[src/rtl/sba_pkg.sv]
`timescale 1ns / 1ps
// ----------------------------------------------------------------------------
// sba_pkg
// Shared types and constants for the stack arithmetic unit.
// ----------------------------------------------------------------------------
package sba_pkg;

  localparam int STACK_DEPTH_DEF = 64;
  localparam int WORD_WIDTH_DEF  = 32;

  // beat field widths
  localparam int ACTION_W   = 3;
  localparam int PUSH_W     = 32;
  localparam int STATUS_W   = 2;
  localparam int TOP_W      = 32;
  localparam int DEPTH_W    = 7;
  localparam int IN_DATA_W  = 40;
  localparam int OUT_DATA_W = 48;

  typedef enum logic [ACTION_W-1:0] {
    ACT_PUSH = 3'd0,
    ACT_ADD  = 3'd1,
    ACT_SUB  = 3'd2,
    ACT_MUL  = 3'd3,
    ACT_DIV  = 3'd4,
    ACT_MOD  = 3'd5
  } action_t;

  typedef enum logic [STATUS_W-1:0] {
    STS_OK    = 2'd0,
    STS_SHORT = 2'd1,
    STS_DIVZ  = 2'd2,
    STS_FULL  = 2'd3
  } status_t;

  typedef enum logic [1:0] {
    S_IDLE = 2'd0,
    S_READ = 2'd1,
    S_CALC = 2'd2,
    S_DONE = 2'd3
  } sba_state_t;

  typedef enum logic [1:0] {
    MDU_MUL = 2'd0,
    MDU_DIV = 2'd1,
    MDU_MOD = 2'd2
  } mdu_op_t;

  typedef struct packed {
    logic    start;
    mdu_op_t op;
  } mdu_req_t;

  typedef struct packed {
    logic busy;
    logic done;
  } mdu_rsp_t;

endpackage

[src/rtl/sba_stack_ram.sv]
`timescale 1ns / 1ps
// ----------------------------------------------------------------------------
// sba_stack_ram
// Stack storage: one write port, two read ports with registered read data.
// ----------------------------------------------------------------------------
module sba_stack_ram #(
  parameter int DEPTH = sba_pkg::STACK_DEPTH_DEF,
  parameter int WIDTH = sba_pkg::WORD_WIDTH_DEF,
  localparam int AW   = $clog2(DEPTH)
) (
  input  logic             clk,
  input  logic             we,
  input  logic [AW-1:0]    waddr,
  input  logic [WIDTH-1:0] wdata,
  input  logic             re,
  input  logic [AW-1:0]    raddr_a,
  input  logic [AW-1:0]    raddr_b,
  output logic [WIDTH-1:0] rdata_a,
  output logic [WIDTH-1:0] rdata_b
);

  logic [WIDTH-1:0] mem [DEPTH];

  always_ff @(posedge clk) begin
    if (we) begin
      mem[waddr] <= wdata;
    end
  end

  always_ff @(posedge clk) begin
    if (re) begin
      rdata_a <= mem[raddr_a];
      rdata_b <= mem[raddr_b];
    end
  end

endmodule

[src/rtl/sba_muldiv.sv]
`timescale 1ns / 1ps
// ----------------------------------------------------------------------------
// sba_muldiv
// Iterative radix-2 unit: shift-add multiply and restoring signed divide,
// one bit per cycle.
// ----------------------------------------------------------------------------
module sba_muldiv #(
  parameter int WIDTH = sba_pkg::WORD_WIDTH_DEF
) (
  input  logic              clk,
  input  logic              rst,
  input  sba_pkg::mdu_req_t req,
  input  logic [WIDTH-1:0]  a,
  input  logic [WIDTH-1:0]  b,
  output sba_pkg::mdu_rsp_t rsp,
  output logic [WIDTH-1:0]  result
);

  localparam int CNTW = $clog2(WIDTH);

  logic              busy;
  logic              done;
  sba_pkg::mdu_op_t  op;
  logic [CNTW-1:0]   cnt;
  logic [WIDTH-1:0]  acc;
  logic [WIDTH-1:0]  opa;
  logic [WIDTH-1:0]  opb;
  logic [WIDTH:0]    rem;
  logic              neg_q;
  logic              neg_r;

  logic [WIDTH-1:0]  a_mag;
  logic [WIDTH-1:0]  b_mag;
  logic [WIDTH:0]    rem_sh;
  logic [WIDTH:0]    diff;

  assign a_mag  = a[WIDTH-1] ? WIDTH'('0 - a) : a;
  assign b_mag  = b[WIDTH-1] ? WIDTH'('0 - b) : b;
  assign rem_sh = {rem[WIDTH-1:0], opa[WIDTH-1]};
  assign diff   = rem_sh - {1'b0, opb};

  always_ff @(posedge clk) begin
    if (rst) begin
      busy <= 1'b0;
      done <= 1'b0;
    end else begin
      done <= 1'b0;
      if (req.start) begin
        busy <= 1'b1;
      end else if (busy && cnt == '0) begin
        busy <= 1'b0;
        done <= 1'b1;
      end
    end
  end

  always_ff @(posedge clk) begin
    if (req.start) begin
      op  <= req.op;
      cnt <= CNTW'(WIDTH - 1);
      acc <= '0;
      rem <= '0;
      if (req.op == sba_pkg::MDU_MUL) begin
        opa <= a;
        opb <= b;
      end else begin
        opa <= a_mag;
        opb <= b_mag;
      end
      neg_q <= a[WIDTH-1] ^ b[WIDTH-1];
      neg_r <= a[WIDTH-1];
    end else if (busy) begin
      cnt <= cnt - 1'b1;
      if (op == sba_pkg::MDU_MUL) begin
        if (opb[0]) begin
          acc <= acc + opa;
        end
        opa <= {opa[WIDTH-2:0], 1'b0};
        opb <= {1'b0, opb[WIDTH-1:1]};
      end else begin
        // restoring step: quotient bits shift into opa from the bottom
        if (!diff[WIDTH]) begin
          rem <= diff;
          opa <= {opa[WIDTH-2:0], 1'b1};
        end else begin
          rem <= rem_sh;
          opa <= {opa[WIDTH-2:0], 1'b0};
        end
      end
    end
  end

  always_comb begin
    case (op)
      sba_pkg::MDU_MUL: result = acc;
      sba_pkg::MDU_DIV: result = neg_q ? WIDTH'('0 - opa) : opa;
      sba_pkg::MDU_MOD: result = neg_r ? WIDTH'('0 - rem[WIDTH-1:0]) : rem[WIDTH-1:0];
      default:          result = acc;
    endcase
  end

  assign rsp.busy = busy;
  assign rsp.done = done;

endmodule

[src/rtl/stack_binary_arithmetic_top.sv]
`timescale 1ns / 1ps
// ----------------------------------------------------------------------------
// stack_binary_arithmetic_top
// Bounded stack of signed words with push and binary arithmetic actions.
// Sequence: S_IDLE takes the input beat; S_READ reads the stack and finishes
//   push, add, subtract, ignored actions and errors; multiply, divide and modulo
//   wait in S_CALC for the one-bit-per-cycle multiply/divide unit; S_DONE loads the output register.
// Throughput: one item at a time; a new beat is taken as soon as the previous
//   result sits in the output register, which can wait on m_tready.
// Reset: synchronous; empties the stack and drops any pending output beat.
// ----------------------------------------------------------------------------
module stack_binary_arithmetic_top #(
  parameter int STACK_DEPTH = sba_pkg::STACK_DEPTH_DEF,
  parameter int WORD_WIDTH  = sba_pkg::WORD_WIDTH_DEF
) (
  input  logic                           clk,
  input  logic                           rst,
  input  logic                           s_tvalid,
  output logic                           s_tready,
  // [2:0] action, [34:3] push_value, [39:35] zero
  input  logic [sba_pkg::IN_DATA_W-1:0]  s_tdata,
  output logic                           m_tvalid,
  input  logic                           m_tready,
  // [1:0] status, [33:2] top_value, [40:34] depth, [47:41] zero
  output logic [sba_pkg::OUT_DATA_W-1:0] m_tdata
);

  localparam int AW = $clog2(STACK_DEPTH);
  localparam int CW = $clog2(STACK_DEPTH + 1);

  sba_pkg::sba_state_t state, state_next;
  logic [CW-1:0]         count, count_next;
  sba_pkg::status_t      res_status, res_status_next;
  logic [WORD_WIDTH-1:0] res_top, res_top_next;
  sba_pkg::action_t      act;
  logic [WORD_WIDTH-1:0] push_word;

  logic                  s_accept;
  logic                  out_load;
  logic                  mem_we;
  logic [AW-1:0]         mem_waddr;
  logic [WORD_WIDTH-1:0] mem_wdata;
  logic [WORD_WIDTH-1:0] rd_top;
  logic [WORD_WIDTH-1:0] rd_second;
  logic                  has_top;
  logic [WORD_WIDTH-1:0] sum;
  logic [WORD_WIDTH-1:0] dif;

  sba_pkg::mdu_req_t     mdu_req;
  sba_pkg::mdu_rsp_t     mdu_rsp;
  logic [WORD_WIDTH-1:0] mdu_result;

  assign s_tready = (state == sba_pkg::S_IDLE);
  assign s_accept = s_tvalid && s_tready;

  sba_stack_ram #(
    .DEPTH (STACK_DEPTH),
    .WIDTH (WORD_WIDTH)
  ) u_ram (
    .clk     (clk),
    .we      (mem_we),
    .waddr   (mem_waddr),
    .wdata   (mem_wdata),
    .re      (s_accept),
    .raddr_a (AW'(count - CW'(1))),
    .raddr_b (AW'(count - CW'(2))),
    .rdata_a (rd_top),
    .rdata_b (rd_second)
  );

  sba_muldiv #(
    .WIDTH (WORD_WIDTH)
  ) u_muldiv (
    .clk    (clk),
    .rst    (rst),
    .req    (mdu_req),
    .a      (rd_second),
    .b      (rd_top),
    .rsp    (mdu_rsp),
    .result (mdu_result)
  );

  // item capture
  always_ff @(posedge clk) begin
    if (s_accept) begin
      act       <= sba_pkg::action_t'(s_tdata[2:0]);
      push_word <= WORD_WIDTH'($signed(s_tdata[34:3]));
    end
  end

  always_ff @(posedge clk) begin
    if (rst) begin
      state <= sba_pkg::S_IDLE;
      count <= '0;
    end else begin
      state <= state_next;
      count <= count_next;
    end
  end

  always_ff @(posedge clk) begin
    res_status <= res_status_next;
    res_top    <= res_top_next;
  end

  assign has_top = (count != '0);
  assign sum     = rd_second + rd_top;
  assign dif     = rd_second - rd_top;

  always_comb begin
    state_next      = state;
    count_next      = count;
    res_status_next = res_status;
    res_top_next    = res_top;
    mem_we          = 1'b0;
    mem_waddr       = AW'(count);
    mem_wdata       = push_word;
    mdu_req.start   = 1'b0;
    mdu_req.op      = sba_pkg::MDU_MUL;
    out_load        = 1'b0;

    case (state)
      sba_pkg::S_IDLE: begin
        if (s_accept) begin
          state_next = sba_pkg::S_READ;
        end
      end
      sba_pkg::S_READ: begin
        state_next      = sba_pkg::S_DONE;
        res_status_next = sba_pkg::STS_OK;
        res_top_next    = has_top ? rd_top : '0;
        case (act)
          sba_pkg::ACT_PUSH: begin
            if (count == CW'(STACK_DEPTH)) begin
              res_status_next = sba_pkg::STS_FULL;
            end else begin
              mem_we       = 1'b1;
              count_next   = count + 1'b1;
              res_top_next = push_word;
            end
          end
          sba_pkg::ACT_ADD, sba_pkg::ACT_SUB, sba_pkg::ACT_MUL,
          sba_pkg::ACT_DIV, sba_pkg::ACT_MOD: begin
            mem_waddr = AW'(count - CW'(2));
            if (count < CW'(2)) begin
              res_status_next = sba_pkg::STS_SHORT;
            end else if ((act == sba_pkg::ACT_DIV || act == sba_pkg::ACT_MOD)
                         && rd_top == '0) begin
              res_status_next = sba_pkg::STS_DIVZ;
            end else if (act == sba_pkg::ACT_ADD || act == sba_pkg::ACT_SUB) begin
              mem_we       = 1'b1;
              mem_wdata    = (act == sba_pkg::ACT_ADD) ? sum : dif;
              count_next   = count - 1'b1;
              res_top_next = mem_wdata;
            end else begin
              mdu_req.start = 1'b1;
              case (act)
                sba_pkg::ACT_DIV: mdu_req.op = sba_pkg::MDU_DIV;
                sba_pkg::ACT_MOD: mdu_req.op = sba_pkg::MDU_MOD;
                default:          mdu_req.op = sba_pkg::MDU_MUL;
              endcase
              state_next = sba_pkg::S_CALC;
            end
          end
          default: begin
            // unused action codes leave the stack alone
          end
        endcase
      end
      sba_pkg::S_CALC: begin
        mem_waddr = AW'(count - CW'(2));
        mem_wdata = mdu_result;
        if (mdu_rsp.done) begin
          mem_we       = 1'b1;
          count_next   = count - 1'b1;
          res_top_next = mdu_result;
          state_next   = sba_pkg::S_DONE;
        end
      end
      sba_pkg::S_DONE: begin
        if (!m_tvalid || m_tready) begin
          out_load   = 1'b1;
          state_next = sba_pkg::S_IDLE;
        end
      end
      default: begin
        state_next = sba_pkg::S_IDLE;
      end
    endcase
  end

  // output register
  always_ff @(posedge clk) begin
    if (rst) begin
      m_tvalid <= 1'b0;
    end else if (out_load) begin
      m_tvalid <= 1'b1;
    end else if (m_tready) begin
      m_tvalid <= 1'b0;
    end
  end

  always_ff @(posedge clk) begin
    if (out_load) begin
      m_tdata <= {7'b0, sba_pkg::DEPTH_W'(count), sba_pkg::TOP_W'(res_top), res_status};
    end
  end

endmodule

[config.mk]
export PLATFORM = sky130hd
export DESIGN_NAME = stack_binary_arithmetic_top
export DESIGN_NICKNAME = d
export VERILOG_FILES = /design/src/rtl/sba_pkg.sv /design/src/rtl/sba_stack_ram.sv /design/src/rtl/sba_muldiv.sv /design/src/rtl/stack_binary_arithmetic_top.sv
export SDC_FILE = /design/constraint.sdc
export NUM_CORES = 2
export LEC_CHECK = 0
export ABC_CLOCK_PERIOD_IN_PS = 7100
export BUFFER_PORTS_ARGS = -buffer_cell sky130_fd_sc_hd__buf_4
export CAP_MARGIN = 25
export CORE_MARGIN = 4
export CORE_UTILIZATION = 58
export CTS_CLUSTER_SIZE = 40
export DETAILED_ROUTE_END_ITERATION = 8
export PLACE_DENSITY = 0.76
export SLEW_MARGIN = 20
export SYNTH_ARGS = -nofsm -noshare
export SYNTH_HDL_FRONTEND = slang
export SYNTH_SLANG_ARGS = --single-unit
[constraint.sdc]
create_clock -name clk -period 7.1 [get_ports clk]
set_clock_uncertainty 0.2 [all_clocks]
set_input_delay 1.42 -clock clk [delete_from_list [all_inputs] [get_ports clk]]
set_output_delay 1.42 -clock clk [all_outputs]
set_load 0.02 [all_outputs]
# Word level (Yosys, flattened, before mapping)
# Memory sizes are Yosys's and may differ from the RTL's. A register that Yosys moved wholly into a read port is not among the register bits.
# Cells that the tools add are included.
# W data, S select, Z words.
[word_totals]
inputBits = 44
reg_bits = 259
wordCells = 152
out_inout_bits = 50
ram_bits = 2048
mem_count = 1
[mem_list]
columns = ["name", "words", "word_bits", "read_ports", "rd_clocked_by_memory_dff", "write_ports", "line_no", "text"]
rows = [
  ["u_ram.mem", 64, 32, 2, 2, 1, "sba_stack_ram.sv:22", "logic [WIDTH-1:0] mem [DEPTH];"],
]
[op_classes]
add_sub_neg = 12
n_lt_le_gt_ge = 1
n_reduce_logical = 27
bitwise_logic = 2
n_eq_ne = 19
n_mux = 72
[ops]
columns = ["operator", "n"]
rows = [
  ["$mux W32", 23],
  ["$pmux W32 S2", 4],
  ["$sub A1 B32 Y32 const A", 4],
  ["$add A32 B32 Y32", 2],
  ["$mux W7", 5],
  ["$sub A33 B32 Y33", 1],
  ["$logic_not A32 Y1", 1],
  ["$sub A32 B32 Y32", 1],
  ["$pmux W7 S2", 2],
  ["$mux W1", 20],
  ["$mux W3", 5],
  ["$mux W2", 6],
  ["$ne A3 B3 Y1 const B", 4],
  ["$pmux W6 S2", 1],
  ["$reduce_bool A2 Y1", 5],
  ["$pmux W2 S2", 2],
  ["$pmux W2 S4", 1],
  ["$add A7 B1 Y7 const B", 1],
  ["$eq A7 B7 Y1 const B", 1],
  ["$lt A7 B2 Y1 const B", 1],
  ["$reduce_and A7 Y1", 1],
  ["$reduce_bool A7 Y1", 1],
  ["$sub A7 B1 Y7 const B", 1],
  ["$eq A2 B2 Y1 const B", 3],
  ["other kinds (23)", 37],
]

# Logic depth before layout (Yosys ltp)
[logic_depth]
ltp_word = 10
ltp_mapped = 21
depth_no_buf = 19

# By module
# From an unflattened synthesis, not the netlist that was laid out.
[unflattened]
hier_cells = 6885
hier_area_um2 = 117066.0
[by_module_without_submodules]
columns = ["module", "seq_area_each_um2", "cells_per_inst", "area_each_um2", "n_inst"]
rows = [
  ["sba_stack_ram", 63420.8, 4409, 96353.7, 1],
  ["sba_muldiv", 3463.3, 1592, 12324.3, 1],
  ["stack_binary_arithmetic_top", 3503.4, 884, 8388.0, 1],
]

# Worst setup path after synthesis
# OpenSTA, ideal clock, no wires.
[synth_path]
path_kind = "reg-to-reg"
startpoint = "register u_ram.rdata_a[2] (read register of u_ram.mem)"
endpoint = "memory u_ram.mem[0][29] (netlist bit), data pin"
synth_period_minus_slack_ns = 7.352
required_time_ns = 6.198
t_arrival_ns = 6.451
setup_time_ns = 0.702
n_path_buf = 2
stages_incl_launch_ff = 20
setup_slack_ns = -0.252
cell_sequence = "edfxtp_1 > clkbuf_1 > nor3_1 > nand4_1 > or4_1 > nor4_2 > nand2_1 > nor3b_1 > nor3b_1 > nor2_1 > xor2_1 > ha_1 > clkbuf_1 > nand2_1 > nor2_1 > o2111ai_1 > a32oi_1 > xor2_1 > a31oi_1 > o21ai_0"
[synth_between]
elab_chain_len = 7
elab_cells_between_ends = 10
cone_classes = "add/sub (2); mux (6); reduce/logical (2)"
[synth_lines]
columns = ["element", "line_no", "text"]
rows = [
  ["start, declared", "sba_stack_ram.sv:18", "output logic [WIDTH-1:0] rdata_a,"],
  ["$sub A32 B32 Y32 or $add A32 B32 Y32 (tied branches)", "stack_binary_arithmetic_top.sv:108, stack_binary_arithmetic_top.sv:107", ""],
  ["$mux W32", "stack_binary_arithmetic_top.sv:152", "mem_wdata = (act == sba_pkg::ACT_ADD) ? sum : dif;"],
  ["$mux W32", "stack_binary_arithmetic_top.sv:150", "end else if (act == sba_pkg::ACT_ADD || act == sba_pkg::ACT_SUB) begin"],
  ["$mux W32 (*)", "stack_binary_arithmetic_top.sv:147", "end else if ((act == sba_pkg::ACT_DIV || act == sba_pkg::ACT_MOD)"],
  ["$mux W32 (*)", "stack_binary_arithmetic_top.sv:145", "if (count < CW'(2)) begin"],
  ["$mux W32 (*)", "stack_binary_arithmetic_top.sv:132", "case (act)"],
  ["$pmux W32 S2 (*)", "stack_binary_arithmetic_top.sv:122", "case (state)"],
  ["net mem_wdata[29]", "stack_binary_arithmetic_top.sv:42", "logic [WORD_WIDTH-1:0] mem_wdata;"],
  ["end, declared", "sba_stack_ram.sv:22", ""],
]
# Mark *: on every way through the listed nets, which the timed path passes. The rest lies on a longest branch.

# Worst setup path in the final report
[layout_path]
startpoint = "register u_ram.rdata_a[2] (read register of u_ram.mem)"
endpoint = "memory u_ram.mem[3][31] (netlist bit), data pin"
# The elaborated chain is that of the path after synthesis.

==> qor.txt <==
Cell taking the most area after synthesis -> edfxtp_1
Critical Path Fanout Max -> 64
Fraction of registers with async set/reset -> 0
Antenna violations before repair -> 18
Fmax -> 155.2 MHz
Routed len/inst -> 40.18 microns
Post-Syn Instances -> 6292
Synthesis-to-finish area growth -> 11.81%
Synth top area share -> 0.5954
TritonCTS clock tree -> done
Worst setup EP type -> flop
Xor/xnor cell area share of the yosys netlist -> 0.01782
Top cells by area, synth -> edfxtp_1 60%, mux4_2 26%, dfxtp_1 1.4%
Placed Area -> 121100 sq um
Total number of vias -> 70820
Final Core Density -> 0.6534
Routed Antenna Nets -> 0
Core Region -> 197600 sq um
# setup viols final -> 0
CTS Hold Bufs -> 0
Sequential fraction of the synthesis area -> 0.6095
Mean Syn Cell Area -> 18.36 sq um
Power density over the cells -> 505.0 nW/um^2
Fill cells -> 12580
Netlist cell types -> 84
Largest family of logic cells by synthesized area -> multiplexers
Final nets -> 6561
Worst r2r dst -> u_ram.mem[3][31]
Starting density of the core -> 0.5844
Clock Tree Buf Depth -> 3
Num CTS Buffers -> 237
Period minus WS final -> 6443 ps
RSZ-0062 raised after global routing -> false
Post-Route WL -> 371700 microns
Slew HR -> 0.2056
Mux contribution to synthesized area -> 0.2618
Largest net degree at the start of global routing -> 147
Slew @ Worst Pin -> 1189 ps
Synth Cell Area -> 115500 sq um
Crit path arrival time -> 6820 ps
First-pass GRT wire length -> 522800 microns
Cells on Worst Hold Path -> 0
Compound-cell area share of the yosys netlist -> 0.04351
Crit path to -> u_ram.mem[3][31]
Final Cell Area -> 129100 sq um
R2R depth -> 19
Post_cts resized -> 0
Worst R2R Start -> u_ram.rdata_a[2]
Gr usage total -> 0.3624
Hold_ws -> 199.0 ps
IO buf count -> 81
Final Cycle Share -> 0.9075
Hold Violations, Final -> 0
Final HPWL from detailed placement -> 221900 microns
Seq cells post-synth -> 2371
Critical path launch point type -> flop
Grt ovf -> 0
Setup bufs post-CTS -> 0
Setup TNS -> 0 ps
Reg clk slew, reported paths -> 60 ps
Critical path class -> reg -> reg
R2r setup slk -> 660 ps
Drt pass-1 iters -> 8
CTS Sinks -> 2371
Critical path origin -> u_ram.rdata_a[2]
Htree depth -> 4
Post-synthesis adder-cell area fraction -> 0.01363
Dominant synthesized flop cell -> edfxtp_1
Die X -> 454.2 microns
Worst hold path type -> reg -> reg
Status -> complete, no violations
WP data required -> 7480 ps
Vias per std cell -> 7.654
LEAKAGE -> 40.22 nW
Clock Tree Root -> clkbuf_16
DR DRC count -> 0
Die height -> 454.2 microns
Vias in the first global route -> 69360
Synth warn -> 0
Number of enable flip-flop cells after synthesis -> 2290
Die area -> 206300 sq um
Layout cells sized above 1 -> 0.3228
Post-Synth Simple-Gate Area -> 0.03555
Fin. max-slew vios -> 0
GP Congestion -> 0.9414
I/O pin total -> 94
Clk_lat worst skew -> 940 ps
FP Rows -> 163
IR Drop Worst-Case VDD -> 0.9100 mV
Initial DRC count -> 12190
Max Cap Violations -> 0
## layout make-up
type                    instances  area [sq um]  share of cell area
repair buffers                310          3187             0.02468
diodes                         13         32.53           0.0002519
well taps                    2640          3303             0.02558
multi-input cells            3389         44040              0.3411
clock buffers                 274          6080             0.04708
inverters                      84         315.3            0.002442
flip-flops and latches       2371         70400              0.5452
clock inverters               171          1774             0.01374
## kinds of logic (layout without fill, tap and decap cells)
group,Yosys count,after routing
flops,2371,2371
mux,1359,1359
simple gates,896,896
compound gates,768,768
buf+inv,538,839
xor+xnor,235,235
fa+ha+maj,124,124
other cells,1,20
## critical path: stages (launching register included)
cell	delay [ps]
edfxtp_1	530
nor3_1	680
nand4_1	330
or4_1	550
nor4_2	280
nand2_1	230
nor3b_1	410
nor3b_1	310
nor2_1	100
xor2_1	160
ha_1	400
a21o_1	190
a21oi_1	260
nand3b_1	130
a211oi_1	360
o31ai_1	160
a21oi_1	190
xnor2_1	240
o221ai_4	160
buf_12	210
## Yosys cell counts, drive strengths merged, types with 8 or more instances
cell and count:
edfxtp 2290, mux4 1329, nand2 326, clkbuf 303
nor2 259, o21ai 203, a21oi 181, buf 151
xnor2 125, ha 121, xor2 110, inv 84
dfxtp 81, nor3 67, a21o 58, a211oi 47
nand3 38, o31ai 34, nand2b 33, nor2b 32
a22oi 31, mux2i 28, o221ai 27, and2 26
or3 26, a31oi 23, o21a 19, a221oi 17
nand4 17, or4 17, o41ai 16, and3 12
o21bai 11, o211ai 10, a221o 9, nor4 9
or2 9, a222oi 8, nor3b 8
## layout by cell type (no fill, tap or decap), types with 23 or more instances in the layout
| cell | instances |
|---|---|
| edfxtp_1 | 2290 |
| mux4_2 | 1329 |
| nand2_1 | 325 |
| buf_4 | 243 |
| clkbuf_16 | 237 |
| nor2_1 | 194 |
| o21ai_0 | 186 |
| a21oi_1 | 181 |
| xnor2_1 | 120 |
| ha_1 | 117 |
| xor2_1 | 106 |
| inv_1 | 83 |
| dfxtp_1 | 79 |
| nor3_1 | 67 |
| nor2_4 | 64 |
| clkinv_1 | 58 |
| a21o_1 | 57 |
| buf_12 | 55 |
| a211oi_1 | 47 |
| clkinv_2 | 46 |
| nand3_1 | 37 |
| clkbuf_1 | 36 |
| nand2b_1 | 33 |
| o31ai_1 | 33 |
| a22oi_1 | 31 |
| nor2b_1 | 30 |
| mux2i_1 | 28 |
| or3_1 | 26 |
| bufinv_16 | 26 |
| a31oi_1 | 23 |
## worst min-delay path by stage
stage / startpoint / endpoint / slack, ps
5_1_grt: res_status[0] / m_tdata[0] / 200
4_1_cts: res_status[0] / m_tdata[0] / 190
3_5_place_dp: res_top[16] / m_tdata[18] / 200
6_report: res_status[0] / m_tdata[0] / 200
2_1_floorplan: res_status[0] / m_tdata[0] / 200
3_3_place_gp: res_top[19] / m_tdata[21] / 210
## metrics by stage
step	instances	total power, mW	setup WS [ps]
after detailed placement	8787	51.78	855.0
after floorplan	6298	40.38	505.1
after CTS	9232	64.58	840.1
final	9252	65.21	656.7
after global placement	8777	51.36	789.2
after global routing	9244	67.16	339.5
## sequential cells by signal, indices dropped and copies added, names as in the netlist, 2 cells and up
signal / cells
act: 3
count: 7
m_tdata: 41
push_word: 32
res_status: 2
res_top: 32
state: 2
u_muldiv.acc: 32
u_muldiv.cnt: 5
u_muldiv.op: 2
u_muldiv.opa: 32
u_muldiv.opb: 32
u_muldiv.rem: 32
u_ram.mem: 2048
u_ram.rdata_a: 32
u_ram.rdata_b: 32
## per-layer routing
| metal | GRT usage | up-vias | part of all wire |
|---|---|---|---|
| li1 | - | 26830 | - |
| met1 | 0.4802 | 36580 | 0.33 |
| met2 | 0.5454 | 6189 | 0.46 |
| met3 | 0.1076 | 1216 | 0.14 |
| met4 | 0.2028 | 10 | 0.071 |
| met5 | 0 | - | 0.00018 |
## report_power, final
group | total (mW) | switching, mW | internal, mW
clock | 12.7 | 5.62 | 7.11
sequential | 20.3 | 1.08 | 19.2
combinational | 32.2 | 19.3 | 12.9
(Power assumes the default switching activity.)
